`src/hw/rtl/tmadc_pkg.sv`:
```
`default_nettype none
package tmadc_pkg;

   localparam int WINDOW     = 6;
   localparam int SAMPLE_W   = 16;
   localparam int SLOT_W     = $clog2(WINDOW);
   localparam int CNT_W      = $clog2(WINDOW + 1);
   localparam int SUM_W      = SAMPLE_W + $clog2(WINDOW) + 1;
   localparam int AVG_W      = 16;
   localparam int CHG_W      = 17;
   localparam int GAIN_W     = 18;
   localparam int PCT_W      = 7;
   localparam int CSR_IDX_W  = 3;
   localparam int CSR_W      = GAIN_W;

   localparam int RAW_SHIFT  = 20;
   localparam int RAW_W      = 42;
   localparam int DUTY_W     = RAW_W - RAW_SHIFT;

   // floor(u/n) == (u*RECIP[n]) >> RECIP_SHIFT exactly for u < 2^SUM_W, n <= 16
   localparam int RECIP_SHIFT = SUM_W + 4;
   localparam int RECIP_W     = RECIP_SHIFT + 1;
   localparam int RECIP_IDX_W = 5;
   localparam logic [RECIP_W-1:0] RECIP_TABLE [17] = '{
      RECIP_W'(0),
      RECIP_W'(((2**RECIP_SHIFT) + 0) / 1),
      RECIP_W'(((2**RECIP_SHIFT) + 1) / 2),
      RECIP_W'(((2**RECIP_SHIFT) + 2) / 3),
      RECIP_W'(((2**RECIP_SHIFT) + 3) / 4),
      RECIP_W'(((2**RECIP_SHIFT) + 4) / 5),
      RECIP_W'(((2**RECIP_SHIFT) + 5) / 6),
      RECIP_W'(((2**RECIP_SHIFT) + 6) / 7),
      RECIP_W'(((2**RECIP_SHIFT) + 7) / 8),
      RECIP_W'(((2**RECIP_SHIFT) + 8) / 9),
      RECIP_W'(((2**RECIP_SHIFT) + 9) / 10),
      RECIP_W'(((2**RECIP_SHIFT) + 10) / 11),
      RECIP_W'(((2**RECIP_SHIFT) + 11) / 12),
      RECIP_W'(((2**RECIP_SHIFT) + 12) / 13),
      RECIP_W'(((2**RECIP_SHIFT) + 13) / 14),
      RECIP_W'(((2**RECIP_SHIFT) + 14) / 15),
      RECIP_W'(((2**RECIP_SHIFT) + 15) / 16)
   };

   localparam logic [CSR_IDX_W-1:0] REG_GAIN_DELTA   = 3'd0;
   localparam logic [CSR_IDX_W-1:0] REG_GAIN_LEVEL   = 3'd1;
   localparam logic [CSR_IDX_W-1:0] REG_NOMINAL_DUTY = 3'd2;
   localparam logic [CSR_IDX_W-1:0] REG_MIN_DUTY     = 3'd3;
   localparam logic [CSR_IDX_W-1:0] REG_MAX_DUTY     = 3'd4;

   localparam logic [GAIN_W-1:0] GAIN_DELTA_RST   = 18'd153600;
   localparam logic [GAIN_W-1:0] GAIN_LEVEL_RST   = 18'd3657;
   localparam logic [PCT_W-1:0]  NOMINAL_DUTY_RST = 7'd60;
   localparam logic [PCT_W-1:0]  MIN_DUTY_RST     = 7'd40;
   localparam logic [PCT_W-1:0]  MAX_DUTY_RST     = 7'd100;

   typedef struct packed {
      logic                       en;
      logic [SLOT_W-1:0]          addr;
      logic signed [SAMPLE_W-1:0] data;
   } ring_wr_type;

   typedef enum logic [7:0] {
      S_IDLE = 8'b0000_0001,
      S_SUM  = 8'b0000_0010,
      S_DIV  = 8'b0000_0100,
      S_MUL  = 8'b0000_1000,
      S_AVG  = 8'b0001_0000,
      S_PROD = 8'b0010_0000,
      S_RAW  = 8'b0100_0000,
      S_OUT  = 8'b1000_0000
   } state_type;

endpackage
`default_nettype wire

```
`src/hw/rtl/tmadc_req_if.sv`:
```
`default_nettype none
interface tmadc_req_if
   import tmadc_pkg::*;
();
   logic                       valid;
   logic                       ready;
   logic signed [SAMPLE_W-1:0] tilt_sample;

   modport source (output valid, output tilt_sample, input ready);
   modport sink   (input valid, input tilt_sample, output ready);
endinterface
`default_nettype wire

```
`src/hw/rtl/tmadc_rsp_if.sv`:
```
`default_nettype none
interface tmadc_rsp_if
   import tmadc_pkg::*;
();
   logic             valid;
   logic             ready;
   logic [PCT_W-1:0] duty_percent;
   logic             clamped;

   modport source (output valid, output duty_percent, output clamped, input ready);
   modport sink   (input valid, input duty_percent, input clamped, output ready);
endinterface
`default_nettype wire

```
`src/hw/rtl/tmadc_ring.sv`:
```
`default_nettype none
module tmadc_ring
   import tmadc_pkg::*;
(
   input  wire logic                       clock,
   input  wire ring_wr_type                wr,
   input  wire logic [SLOT_W-1:0]          rd_addr,
   output logic signed [SAMPLE_W-1:0]      rd_data
);

   logic signed [SAMPLE_W-1:0] mem_ff [WINDOW];
   logic signed [SAMPLE_W-1:0] rd_data_ff;

   always_ff @(posedge clock) begin
      if (wr.en) begin
         mem_ff[wr.addr] <= wr.data;
      end
      rd_data_ff <= mem_ff[rd_addr];
   end

   assign rd_data = rd_data_ff;

endmodule
`default_nettype wire

```
`src/hw/rtl/tilt_moving_average_duty_control.sv`:
```
// Tilt moving-average duty controller.
// req_chan carries one signed tilt sample (1/4096 g) per item; rsp_chan returns
// one item per sample: the clamped wheel duty percent and a clamp flag.
// Both channels use valid/ready; an item moves when both are high.
// The csr_ port writes the gain, nominal and clamp registers; write only
// while the block is idle.
// One item is in work at a time; a new sample is accepted only while the
// block is idle. The sample ring is a synchronous RAM with a registered
// read, read ahead of the sum update; the average is a reciprocal
// multiply and the duty sums the nominal value and two gain products.
// If rsp_chan stalls, the finished item waits in the output register; the
// next sample is still accepted and its work halts at the last step until
// the output register frees.
// Reset (synchronous, active high) clears the sum, average, change, fill
// count and ring pointer and loads the default register values. The ring
// contents need no clearing: a slot is written before it is ever read.
`default_nettype none
module tilt_moving_average_duty_control
   import tmadc_pkg::*;
(
   input  wire logic                 clock,
   input  wire logic                 reset,
   tmadc_req_if.sink                 req_chan,
   tmadc_rsp_if.source               rsp_chan,
   input  wire logic                 csr_wr_en,
   input  wire logic [CSR_IDX_W-1:0] csr_index,
   input  wire logic [CSR_W-1:0]     csr_wdata
);

   state_type state_ff, state_in;

   logic [GAIN_W-1:0] gain_delta_ff, gain_level_ff;
   logic [PCT_W-1:0]  nominal_ff, min_ff, max_ff;

   logic signed [SAMPLE_W-1:0] sample_ff;
   logic                       full_ff;
   logic signed [SUM_W-1:0]    sum_ff;
   logic [CNT_W-1:0]           fill_ff;
   logic [SLOT_W-1:0]          oldest_ff;
   logic [CNT_W-1:0]           n_ff;
   logic                       neg_ff;
   logic [SUM_W-1:0]           u_ff;
   logic [RECIP_W-1:0]         recip_ff;
   logic [SUM_W-1:0]           q_ff;
   logic signed [AVG_W-1:0]    avg_ff;
   logic signed [CHG_W-1:0]    chg_ff;
   logic signed [CHG_W+GAIN_W:0] pd_ff;
   logic signed [AVG_W+GAIN_W:0] pl_ff;
   logic signed [DUTY_W-1:0]   duty_ff;

   logic             rsp_valid_ff;
   logic [PCT_W-1:0] rsp_duty_ff;
   logic             rsp_clamped_ff;

   ring_wr_type                ring_wr;
   logic signed [SAMPLE_W-1:0] ring_rd;

   logic                       accept;
   logic                       out_free;
   logic signed [SAMPLE_W-1:0] old_sample;
   logic [SUM_W+RECIP_W-1:0]   prod;
   logic signed [AVG_W-1:0]    avg_new;
   logic signed [RAW_W-1:0]    raw;
   logic signed [DUTY_W-1:0]   max_ext, min_ext;

   tmadc_ring u_ring (
      .clock   (clock),
      .wr      (ring_wr),
      .rd_addr (oldest_ff),
      .rd_data (ring_rd)
   );

   assign accept   = req_chan.valid && req_chan.ready;
   assign out_free = !rsp_valid_ff || rsp_chan.ready;

   assign req_chan.ready        = (state_ff == S_IDLE);
   assign rsp_chan.valid        = rsp_valid_ff;
   assign rsp_chan.duty_percent = rsp_duty_ff;
   assign rsp_chan.clamped      = rsp_clamped_ff;

   assign old_sample = full_ff ? ring_rd : '0;
   assign prod       = SUM_W'(u_ff) * RECIP_W'(recip_ff);
   assign avg_new    = neg_ff ? AVG_W'(SUM_W'(0) - q_ff) : AVG_W'(q_ff);
   assign raw        = RAW_W'({nominal_ff, RAW_SHIFT'(0)}) + RAW_W'(pd_ff) + RAW_W'(pl_ff);
   assign max_ext    = DUTY_W'({1'b0, max_ff});
   assign min_ext    = DUTY_W'({1'b0, min_ff});

   always_comb begin
      ring_wr.en   = (state_ff == S_SUM);
      ring_wr.addr = full_ff ? oldest_ff : SLOT_W'(fill_ff);
      ring_wr.data = sample_ff;
   end

   always_comb begin
      state_in = state_ff;
      unique case (state_ff)
         S_IDLE: if (accept) state_in = S_SUM;
         S_SUM:  state_in = S_DIV;
         S_DIV:  state_in = S_MUL;
         S_MUL:  state_in = S_AVG;
         S_AVG:  state_in = S_PROD;
         S_PROD: state_in = S_RAW;
         S_RAW:  state_in = S_OUT;
         S_OUT:  if (out_free) state_in = S_IDLE;
         default: state_in = S_IDLE;
      endcase
   end

   always_ff @(posedge clock) begin
      if (reset) begin
         state_ff      <= S_IDLE;
         gain_delta_ff <= GAIN_DELTA_RST;
         gain_level_ff <= GAIN_LEVEL_RST;
         nominal_ff    <= NOMINAL_DUTY_RST;
         min_ff        <= MIN_DUTY_RST;
         max_ff        <= MAX_DUTY_RST;
         sum_ff        <= '0;
         fill_ff       <= '0;
         oldest_ff     <= '0;
         avg_ff        <= '0;
         chg_ff        <= '0;
         rsp_valid_ff  <= 1'b0;
      end else begin
         state_ff <= state_in;

         if (csr_wr_en) begin
            unique case (csr_index)
               REG_GAIN_DELTA:   gain_delta_ff <= csr_wdata[GAIN_W-1:0];
               REG_GAIN_LEVEL:   gain_level_ff <= csr_wdata[GAIN_W-1:0];
               REG_NOMINAL_DUTY: nominal_ff    <= csr_wdata[PCT_W-1:0];
               REG_MIN_DUTY:     min_ff        <= csr_wdata[PCT_W-1:0];
               REG_MAX_DUTY:     max_ff        <= csr_wdata[PCT_W-1:0];
               default: ;
            endcase
         end

         if (state_ff == S_SUM) begin
            sum_ff <= sum_ff - SUM_W'(old_sample) + SUM_W'(sample_ff);
            if (full_ff) begin
               oldest_ff <= (oldest_ff == SLOT_W'(WINDOW - 1)) ? '0 : oldest_ff + 1'b1;
            end else begin
               fill_ff <= fill_ff + 1'b1;
            end
         end

         if (state_ff == S_AVG) begin
            avg_ff <= avg_new;
            if (full_ff) begin
               chg_ff <= CHG_W'(avg_new) - CHG_W'(avg_ff);
            end
         end

         rsp_valid_ff <= (state_ff == S_OUT && out_free) || (rsp_valid_ff && !rsp_chan.ready);
      end
   end

   always_ff @(posedge clock) begin
      if (state_ff == S_IDLE && accept) begin
         sample_ff <= req_chan.tilt_sample;
         full_ff   <= (fill_ff == CNT_W'(WINDOW));
      end
      if (state_ff == S_SUM) begin
         n_ff <= full_ff ? CNT_W'(WINDOW) : fill_ff + 1'b1;
      end
      if (state_ff == S_DIV) begin
         neg_ff   <= sum_ff[SUM_W-1];
         u_ff     <= sum_ff[SUM_W-1]
                   ? SUM_W'(SUM_W'(0) - sum_ff) + SUM_W'(n_ff) - SUM_W'(1)
                   : SUM_W'(sum_ff);
         recip_ff <= RECIP_TABLE[RECIP_IDX_W'(n_ff)];
      end
      if (state_ff == S_MUL) begin
         q_ff <= prod[RECIP_SHIFT +: SUM_W];
      end
      if (state_ff == S_PROD) begin
         pd_ff <= chg_ff * $signed({1'b0, gain_delta_ff});
         pl_ff <= avg_ff * $signed({1'b0, gain_level_ff});
      end
      if (state_ff == S_RAW) begin
         duty_ff <= raw[RAW_W-1:RAW_SHIFT];
      end
      if (state_ff == S_OUT && out_free) begin
         if (duty_ff > max_ext) begin
            rsp_duty_ff    <= max_ff;
            rsp_clamped_ff <= 1'b1;
         end else if (duty_ff < min_ext) begin
            rsp_duty_ff    <= min_ff;
            rsp_clamped_ff <= 1'b1;
         end else begin
            rsp_duty_ff    <= duty_ff[PCT_W-1:0];
            rsp_clamped_ff <= 1'b0;
         end
      end
   end

endmodule
`default_nettype wire
```
`src/flat_wrapper.sv`:
```
// flat-port wrapper written by rule: the top's interface ports become plain ports
module tilt_moving_average_duty_control_flat import tmadc_pkg::*;
  (clock, reset, csr_wr_en, csr_index, csr_wdata, req_chan_valid, req_chan_tilt_sample, req_chan_ready, rsp_chan_valid, rsp_chan_duty_percent, rsp_chan_clamped, rsp_chan_ready);
  tmadc_req_if req_chan_i ();
  tmadc_rsp_if rsp_chan_i ();
  input  wire logic clock;
  input  wire logic reset;
  input  wire logic csr_wr_en;
  input  wire logic [CSR_IDX_W-1:0] csr_index;
  input  wire logic [CSR_W-1:0] csr_wdata;
  input wire logic [$bits(req_chan_i.valid)-1:0] req_chan_valid;
  input wire logic [$bits(req_chan_i.tilt_sample)-1:0] req_chan_tilt_sample;
  output wire logic [$bits(req_chan_i.ready)-1:0] req_chan_ready;
  output wire logic [$bits(rsp_chan_i.valid)-1:0] rsp_chan_valid;
  output wire logic [$bits(rsp_chan_i.duty_percent)-1:0] rsp_chan_duty_percent;
  output wire logic [$bits(rsp_chan_i.clamped)-1:0] rsp_chan_clamped;
  input wire logic [$bits(rsp_chan_i.ready)-1:0] rsp_chan_ready;
  assign req_chan_i.valid = req_chan_valid;
  assign req_chan_i.tilt_sample = req_chan_tilt_sample;
  assign req_chan_ready = req_chan_i.ready;
  assign rsp_chan_valid = rsp_chan_i.valid;
  assign rsp_chan_duty_percent = rsp_chan_i.duty_percent;
  assign rsp_chan_clamped = rsp_chan_i.clamped;
  assign rsp_chan_i.ready = rsp_chan_ready;
  tilt_moving_average_duty_control u_core (.clock(clock), .reset(reset), .req_chan(req_chan_i), .rsp_chan(rsp_chan_i), .csr_wr_en(csr_wr_en), .csr_index(csr_index), .csr_wdata(csr_wdata));
endmodule
```
`config.mk`:
```
export PLATFORM = sky130hd
export DESIGN_NAME = tilt_moving_average_duty_control_flat
export DESIGN_NICKNAME = d
export VERILOG_FILES = /design/src/hw/rtl/tmadc_pkg.sv /design/src/hw/rtl/tmadc_req_if.sv /design/src/hw/rtl/tmadc_rsp_if.sv /design/src/hw/rtl/tmadc_ring.sv /design/src/hw/rtl/tilt_moving_average_duty_control.sv /design/src/flat_wrapper.sv
export SDC_FILE = /design/constraint.sdc
export NUM_CORES = 2
export LEC_CHECK = 0
export BUFFER_PORTS_ARGS = -buffer_cell sky130_fd_sc_hd__buf_2
export CAP_MARGIN = 5
export CORE_UTILIZATION = 56
export CTS_CLUSTER_DIAMETER = 50
export DETAILED_ROUTE_END_ITERATION = 7
export HOLD_SLACK_MARGIN = 0.06
export PLACE_DENSITY = 0.72
export SKIP_LAST_GASP = 1
export SYNTH_ARGS = -nofsm -noshare
export SYNTH_HDL_FRONTEND = slang
export SYNTH_SLANG_ARGS = --single-unit
export TNS_END_PERCENT = 100
```
`constraint.sdc`:
```
create_clock -name clock -period 22.8 [get_ports clock]
set_clock_uncertainty 0.2 [all_clocks]
set_input_delay 3.42 -clock clock [delete_from_list [all_inputs] [get_ports clock]]
set_output_delay 3.42 -clock clock [all_outputs]
set_load 0.01 [all_outputs]
```
# --- Word-level counts from Yosys, hierarchy flattened ---
# Memories as Yosys holds them, arrays and structs flattened. A register that Yosys moved wholly into a read port is not among the register bits.
# Index checks and enable logic that the tools add are counted.
totals:
  inputBits: 42
  memories: 2
  mem_bits_rw: 96
  out_inout_bits: 10
  romBits: 800
  register_bits: 283
op_classes:
  addsub: 11
  eq_ne: 16
  reduce_logical: 18
  muxes: 13
  n_lt_le_gt_ge: 2
  mul: 3
  bitwise: 2
memory_table:
  columns: ["memory", "depth", "word_bits", "read_ports", "rd_ports_with_merged_regs", "write_ports", "line", "rtl"]
  rows:
  - ["(name not given)", 32, 25, 1, 1, 0, "tilt_moving_average_duty_control.sv:170", "recip_ff <= RECIP_TABLE[RECIP_IDX_W'(n_ff)];"]
  - ["u_core.u_ring.mem_ff", 6, 16, 1, 1, 1, "tmadc_ring.sv:11", "logic signed [SAMPLE_W-1:0] mem_ff [WINDOW];"]
op_table:
  columns: ["op", "count"]
  rows:
  - ["8-bit one-hot mux with 8 select lines", 1]
  - ["42-bit adder", 1]
  - ["20-bit by 25-bit multiplier with 40-bit output", 1]
  - ["28-bit by 36-bit adder with 37-bit output", 1]
  - ["17-bit by 19-bit multiplier with 36-bit output", 1]
  - ["16-bit by 19-bit multiplier with 35-bit output", 1]
  - ["16-bit 2-to-1 mux", 2]
  - ["22-bit by 8-bit greater-than comparator with 1-bit output", 1]
  - ["22-bit by 8-bit < comparator with 1-bit output", 1]
  - ["20-bit by 16-bit adder with 20-bit output", 1]
  - ["20-bit by 3-bit adder with 20-bit output", 1]
  - ["1-bit by 20-bit subtractor with 20-bit output, first input constant", 1]
  - ["20-bit by 1-bit subtractor with 20-bit output, second input constant", 1]
  - ["20-bit by 16-bit subtractor with 20-bit output", 1]
  - ["19-bit 2-to-1 mux", 1]
  - ["2-bit AND reduction", 9]
  - ["16-bit by 16-bit subtractor with 17-bit output", 1]
  - ["8-bit 2-to-1 mux", 2]
  - ["1-bit by 16-bit subtractor with 16-bit output, first input constant", 1]
  - ["7-bit 2-to-1 mux", 2]
  - ["3-bit == test, second input constant", 3]
  - ["8-bit by 1-bit == test with 1-bit output, second input constant", 1]
  - ["8-bit by 2-bit == test with 1-bit output, second input constant", 1]
  - ["8-bit by 3-bit == test with 1-bit output, second input constant", 1]
  - ["18 further kinds", 28]

# --- Depth between registers and ports, before layout ---
depth:
  ltp_word: 4
  mapped_depth: 27

# --- Modules after synthesis ---
# A second synthesis with hierarchy kept.
hier_totals:
  cells_unflattened: 5397
  hier_area_um2: 51918.5
by_module_without_submodules:
  columns: ["module", "n_inst", "area_per_inst_um2", "cells_each"]
  rows:
  - ["tilt_moving_average_duty_control", 1, 47830.9, 5182]
  - ["tmadc_ring", 1, 4087.7, 215]

# --- Worst setup path before layout ---
# OpenSTA, ideal clock, no wires.
synth_timing:
  path_type: "register -> register"
  startpoint: "register u_core.recip_ff[20]"
  endpoint: "register u_core.q_ff[10] (data pin)"
  setup_slack_ns: 15.648
  arrival_time_ns: 6.686
  path_stages_with_launch: 26
  path_cell_list: "edfxtp_1 > clkbuf_1 > clkbuf_1 > nand2_1 > inv_1 > fa_1 > inv_1 > fa_1 > fa_1 > inv_1 > fa_1 > fa_1 > fa_1 > inv_1 > fa_1 > inv_1 > ha_1 > a21o_1 > a21o_1 > a21oi_1 > o211ai_1 > o41ai_4 > o21ai_2 > a2111oi_0 > nor3_1 > xor2_1"
synth_between:
  elab_chain_len: 1
synth_rtl:
  columns: ["element", "line", "rtl"]
  rows:
  - ["from (decl)", "tilt_moving_average_duty_control.sv:43", "logic [RECIP_W-1:0] recip_ff;"]
  - ["20-bit by 25-bit multiplier with 40-bit output", "tilt_moving_average_duty_control.sv:82", "assign prod = SUM_W'(u_ff) * RECIP_W'(recip_ff);"]
  - ["via u_core.prod[34]", "tilt_moving_average_duty_control.sv:61", "logic [SUM_W+RECIP_W-1:0] prod;"]
  - ["to (signal assigned)", "tilt_moving_average_duty_control.sv:173", "q_ff <= prod[RECIP_SHIFT +: SUM_W];"]
  - ["to (decl)", "tilt_moving_average_duty_control.sv:44", "logic [SUM_W-1:0] q_ff;"]
# The timed path passes the listed nets, and every way through them passes these cells.
# A chain may end at the register's enable or synchronous reset.

# --- Worst setup path in the final report ---
layout_timing:
  startpoint: "register u_core.recip_ff[20]"
  endpoint: "register u_core.q_ff[15] (data pin)"
# Same word-level chain as after synthesis.

==> impl_results.html <==
<table>
<tr><th>Metric</th><th>Value</th></tr>
<tr><th colspan="2">Run status</th></tr>
<tr><td>Outcome</td><td>completed</td></tr>
<tr><th colspan="2">Detailed routing</th></tr>
<tr><td># DRC</td><td>0</td></tr>
<tr><td>Pre-Repair DR Iteration Count</td><td>5</td></tr>
<tr><td>Total via count in the routed design</td><td>35900</td></tr>
<tr><td>DRC violation total after the first TritonRoute iteration</td><td>2404</td></tr>
<tr><td>Via count normalized by instance count</td><td>5.50</td></tr>
<tr><td>Routed WL</td><td>124000 microns</td></tr>
<tr><td>Routed WL per cell</td><td>19.1 microns</td></tr>
<tr><td>Count of antenna-violating nets left after detailed routing</td><td>0</td></tr>
<tr><th colspan="2">Timing</th></tr>
<tr><td>Number of hold violations in the final report</td><td>0</td></tr>
<tr><td>Setup TNS Final</td><td>0 ns</td></tr>
<tr><td>Shortest period the worst path allows</td><td>8.31 ns</td></tr>
<tr><td>Period Utilization, post-route</td><td>36.4%</td></tr>
<tr><td>Setup violation total in the final timing report</td><td>0</td></tr>
<tr><td>Worst-Margin Slew</td><td>1.10 ns</td></tr>
<tr><td>FMAX</td><td>0.120 GHz</td></tr>
<tr><td>Slew Limit Fails</td><td>0</td></tr>
<tr><td>Unrepaired setup endpoints after global routing</td><td>false</td></tr>
<tr><td>Slew Limit Headroom</td><td>26.3%</td></tr>
<tr><th colspan="2">Final layout</th></tr>
<tr><td>Final nets</td><td>6662</td></tr>
<tr><td>Filler cells</td><td>7693</td></tr>
<tr><td>Synth-to-layout area growth</td><td>5.92%</td></tr>
<tr><td>Antenna Diode Count</td><td>0</td></tr>
<tr><td>Proportion of layout cells with a drive suffix above 1</td><td>4.30%</td></tr>
<tr><td>Post-layout instance area</td><td>0.0548 sq mm</td></tr>
<tr><th colspan="2">Power</th></tr>
<tr><td>Final Total Pwr</td><td>1.92 mW</td></tr>
<tr><td>Peak ir drop on the vdd network</td><td>0.0000936 V</td></tr>
<tr><td>Pwr dens</td><td>35.1 mW/mm^2</td></tr>
<tr><td>Standby leakage power</td><td>26.0 nW</td></tr>
<tr><th colspan="2">Yosys</th></tr>
<tr><td>Top FF cell, synth</td><td>sky130_fd_sc_hd__edfxtp_1</td></tr>
<tr><td>Number of enable-type register cells in the synthesized netlist</td><td>266</td></tr>
<tr><td>Post-Syn Area per Cell</td><td>9.68 sq um</td></tr>
<tr><td>Area contributors post-synth</td><td>sky130_fd_sc_hd__fa_1 32%, sky130_fd_sc_hd__edfxtp_1 15%, sky130_fd_sc_hd__ha_1 12%</td></tr>
<tr><td>Number of warning messages in the yosys log</td><td>0</td></tr>
<tr><td>Top-count cell post-synth</td><td>sky130_fd_sc_hd__inv_1</td></tr>
<tr><td>Synth Cell Area</td><td>0.0517 sq mm</td></tr>
<tr><td>Post-synth cell types</td><td>82</td></tr>
<tr><td>Fraction of synthesized cell area taken by the top area cell type</td><td>32.0%</td></tr>
<tr><td>Cells after synthesis</td><td>5339</td></tr>
<tr><td>Synth Register Bits</td><td>407</td></tr>
<tr><td>Largest area contributor in the synthesized netlist</td><td>sky130_fd_sc_hd__fa_1</td></tr>
<tr><td>Post-synth net total</td><td>6712</td></tr>
<tr><td>Fraction of registers with async set or reset after synthesis</td><td>0%</td></tr>
<tr><td>Proportion of synthesized chip area in sequential cells</td><td>20.9%</td></tr>
<tr><td>Synth cell count leaders</td><td>1182 x sky130_fd_sc_hd__inv_1, 827 x sky130_fd_sc_hd__fa_1, 709 x sky130_fd_sc_hd__nand2_1</td></tr>
<tr><th colspan="2">Clock tree</th></tr>
<tr><td>Hold buffer count at CTS</td><td>0</td></tr>
<tr><td>Maximum clock insertion buffer count</td><td>3</td></tr>
<tr><td>Clock root cell</td><td>sky130_fd_sc_hd__clkbuf_16</td></tr>
<tr><td>TritonCTS clock tree</td><td>yes</td></tr>
<tr><td>Sinks on the clock net</td><td>407</td></tr>
<tr><td>Worst-skew pair later-pin latency</td><td>0.61 ns</td></tr>
<tr><td>Setup fix buffers added after clock tree synthesis</td><td>0</td></tr>
<tr><td>Clock-pin slew on the worst setup and hold paths</td><td>0.06 ns</td></tr>
<tr><td>Max H-tree Level</td><td>2</td></tr>
<tr><td>Cells resized by post-CTS repair</td><td>0</td></tr>
<tr><td>Number of buffers inserted during clock tree synthesis</td><td>49</td></tr>
<tr><th colspan="2">Setup path</th></tr>
<tr><td>Setup CP Type</td><td>reg -&gt; reg</td></tr>
<tr><td>Worst reg2reg startpoint</td><td>u_core.recip_ff[20]</td></tr>
<tr><td>Maximum net fanout on the critical path</td><td>23</td></tr>
<tr><td>Critical Path End Type</td><td>flop</td></tr>
<tr><td>Critical Path RT</td><td>22.96 ns</td></tr>
<tr><td>CP Data Arrival Time</td><td>8.47 ns</td></tr>
<tr><td>Crit path launch type</td><td>flop</td></tr>
<tr><td>Start point of the critical path</td><td>u_core.recip_ff[20]</td></tr>
<tr><th colspan="2">GRT</th></tr>
<tr><td>Global-route wire length before repair</td><td>203000 microns</td></tr>
<tr><td>Vias in the first global route</td><td>37400</td></tr>
<tr><td>Overall overflow remaining after global route</td><td>0</td></tr>
<tr><td>Initial antenna violation count</td><td>0</td></tr>
<tr><td>Largest net degree at the start of global routing</td><td>86</td></tr>
<tr><td>Gr usage total</td><td>27.6%</td></tr>
<tr><th colspan="2">Floorplan</th></tr>
<tr><td>Y dimension of the die</td><td>306 microns</td></tr>
<tr><td>Die Outline Area</td><td>0.0935 sq mm</td></tr>
<tr><td>Number of placement rows</td><td>111</td></tr>
<tr><td>Die span in x</td><td>306 microns</td></tr>
<tr><td>Core area</td><td>0.0915 sq mm</td></tr>
<tr><td>Initial Util</td><td>56.5%</td></tr>
<tr><td>Number of top-level pins</td><td>52</td></tr>
<tr><th colspan="2">Placement</th></tr>
<tr><td>Count of port buffers added during placement</td><td>51</td></tr>
<tr><td>Instance area after placement</td><td>0.0530 sq mm</td></tr>
<tr><td>Final estimated routing congestion in global placement</td><td>0.986</td></tr>
<tr><td>Sum of net half-perimeters after detailed placement</td><td>99100 microns</td></tr>
<tr><th colspan="2">Min path</th></tr>
<tr><td>Hold Crit Start</td><td>u_core.max_ff[1]</td></tr>
<tr><td>Worst min-delay path category</td><td>reg -&gt; reg</td></tr>
<tr><th colspan="2">Job</th></tr>
<tr><td>Reported max-cap violation count</td><td>0</td></tr>
</table>
[per-stage QoR]
step                      instances  util [%]  hold slack [ns]  setup slack [ns]
after floorplan                5339         -            0.206             15.65
after global placement         6424      57.9            0.244             14.72
after detailed placement       6424      57.9            0.250             14.58
after CTS                      6516      59.8            0.260             14.56
after global routing           6516      59.8            0.284             14.05
final                          6516      59.8            0.262             14.49
[report_power, final]
group,internal (mW),leakage [nW],switching [mW]
Clock,0.479,0.835,0.344
Combinational,0.118,21.6,0.164
Sequential,0.799,3.55,0.0174
Total,1.40,26.0,0.525
[logic make-up (layout without fill, tap and decap cells)]
family	Yosys count	count (layout)	share of synthesized area, %
muxes	56	56	1.48
buffers and inverters	1374	1365	9.99
adders and majority gates	1331	1331	44.2
DFF	407	407	20.9
AOI/OAI and AO/OA	521	521	6.68
and+or+nand+nor	1452	1452	13.4
xor gates and xnor gates	198	198	3.35
[area by class of cell]
cell class | instances | area (sq um) | area share [%]
clock buffer | 63 | 1350 | 2.46
clock inverter | 29 | 392 | 0.715
inverter | 1184 | 4440 | 8.12
multi-input combinational | 3558 | 35700 | 65.3
sequential | 407 | 10800 | 19.7
tap | 1186 | 1480 | 2.71
timing repair buffer | 89 | 543 | 0.992
[layer usage]
layer / GRT usage (%) / share of wire, % / routed length [microns]
met1: 39.4 / 44 / 54500
met4: 7.74 / 2.9 / 3650
met3: 3.61 / 6.9 / 8550
met5: 0 / 0 / 0
met2: 44.5 / 46 / 57500
[placed cells by master, fill, tap and decap left out, drive strengths merged, types with 21 or more instances in the layout]
| master | count |
|---|---|
| inv | 1194 |
| a21o | 65 |
| mux2i | 38 |
| nand3b | 26 |
| nand2b | 49 |
| a211oi | 33 |
| xor2 | 54 |
| nor3 | 40 |
| o21ai | 67 |
| o21a | 25 |
| nand2 | 709 |
| a31oi | 21 |
| nor2 | 164 |
| o21bai | 28 |
| a21oi | 182 |
| dfxtp | 141 |
| nor2b | 26 |
| ha | 504 |
| clkbuf | 63 |
| fa | 827 |
| buf | 89 |
| xnor2 | 144 |
| edfxtp | 266 |
| and2 | 338 |
| nand3 | 23 |
[path summary, 6_finish.rpt]
kind                      endpoint  slack [ns]  cells after the start
setup reg to reg   u_core.q_ff[15]       14.49                     23
hold / removal    u_core.max_ff[1]        0.26                      2
hold reg to reg   u_core.max_ff[1]        0.26                      2
setup / recovery   u_core.q_ff[15]       14.49                     23
[worst max-delay path, cell delays in order (launching register included)]
cell and delay [ns]:
sky130_fd_sc_hd__edfxtp_1 1.04, sky130_fd_sc_hd__nand2_1 0.36, sky130_fd_sc_hd__xor2_1 0.26, sky130_fd_sc_hd__ha_1 0.21, sky130_fd_sc_hd__a21oi_1 0.27, sky130_fd_sc_hd__fa_1 0.49, sky130_fd_sc_hd__fa_1 0.51, sky130_fd_sc_hd__inv_1 0.06
sky130_fd_sc_hd__fa_1 0.48, sky130_fd_sc_hd__fa_1 0.51, sky130_fd_sc_hd__fa_1 0.49, sky130_fd_sc_hd__inv_1 0.05, sky130_fd_sc_hd__fa_1 0.48, sky130_fd_sc_hd__inv_1 0.05, sky130_fd_sc_hd__ha_1 0.32, sky130_fd_sc_hd__nand4_1 0.14
sky130_fd_sc_hd__nor3_1 0.28, sky130_fd_sc_hd__nand3_1 0.12, sky130_fd_sc_hd__a211oi_1 0.86, sky130_fd_sc_hd__o41ai_4 0.19, sky130_fd_sc_hd__o21ai_2 0.26, sky130_fd_sc_hd__a41o_1 0.23, sky130_fd_sc_hd__a21o_1 0.13, sky130_fd_sc_hd__xnor2_1 0.07
[sequential cells by signal (all words and copies together) (netlist names), 17 cells and up]
register              count
u_core.sum_ff            20
u_core.duty_ff           22
u_core.u_ring.mem_ff     96
u_core.gain_level_ff     18
u_core.u_ff              20
u_core.gain_delta_ff     18
u_core.pd_ff             36
u_core.pl_ff             35
u_core.chg_ff            17
(Power assumes the default switching activity.)
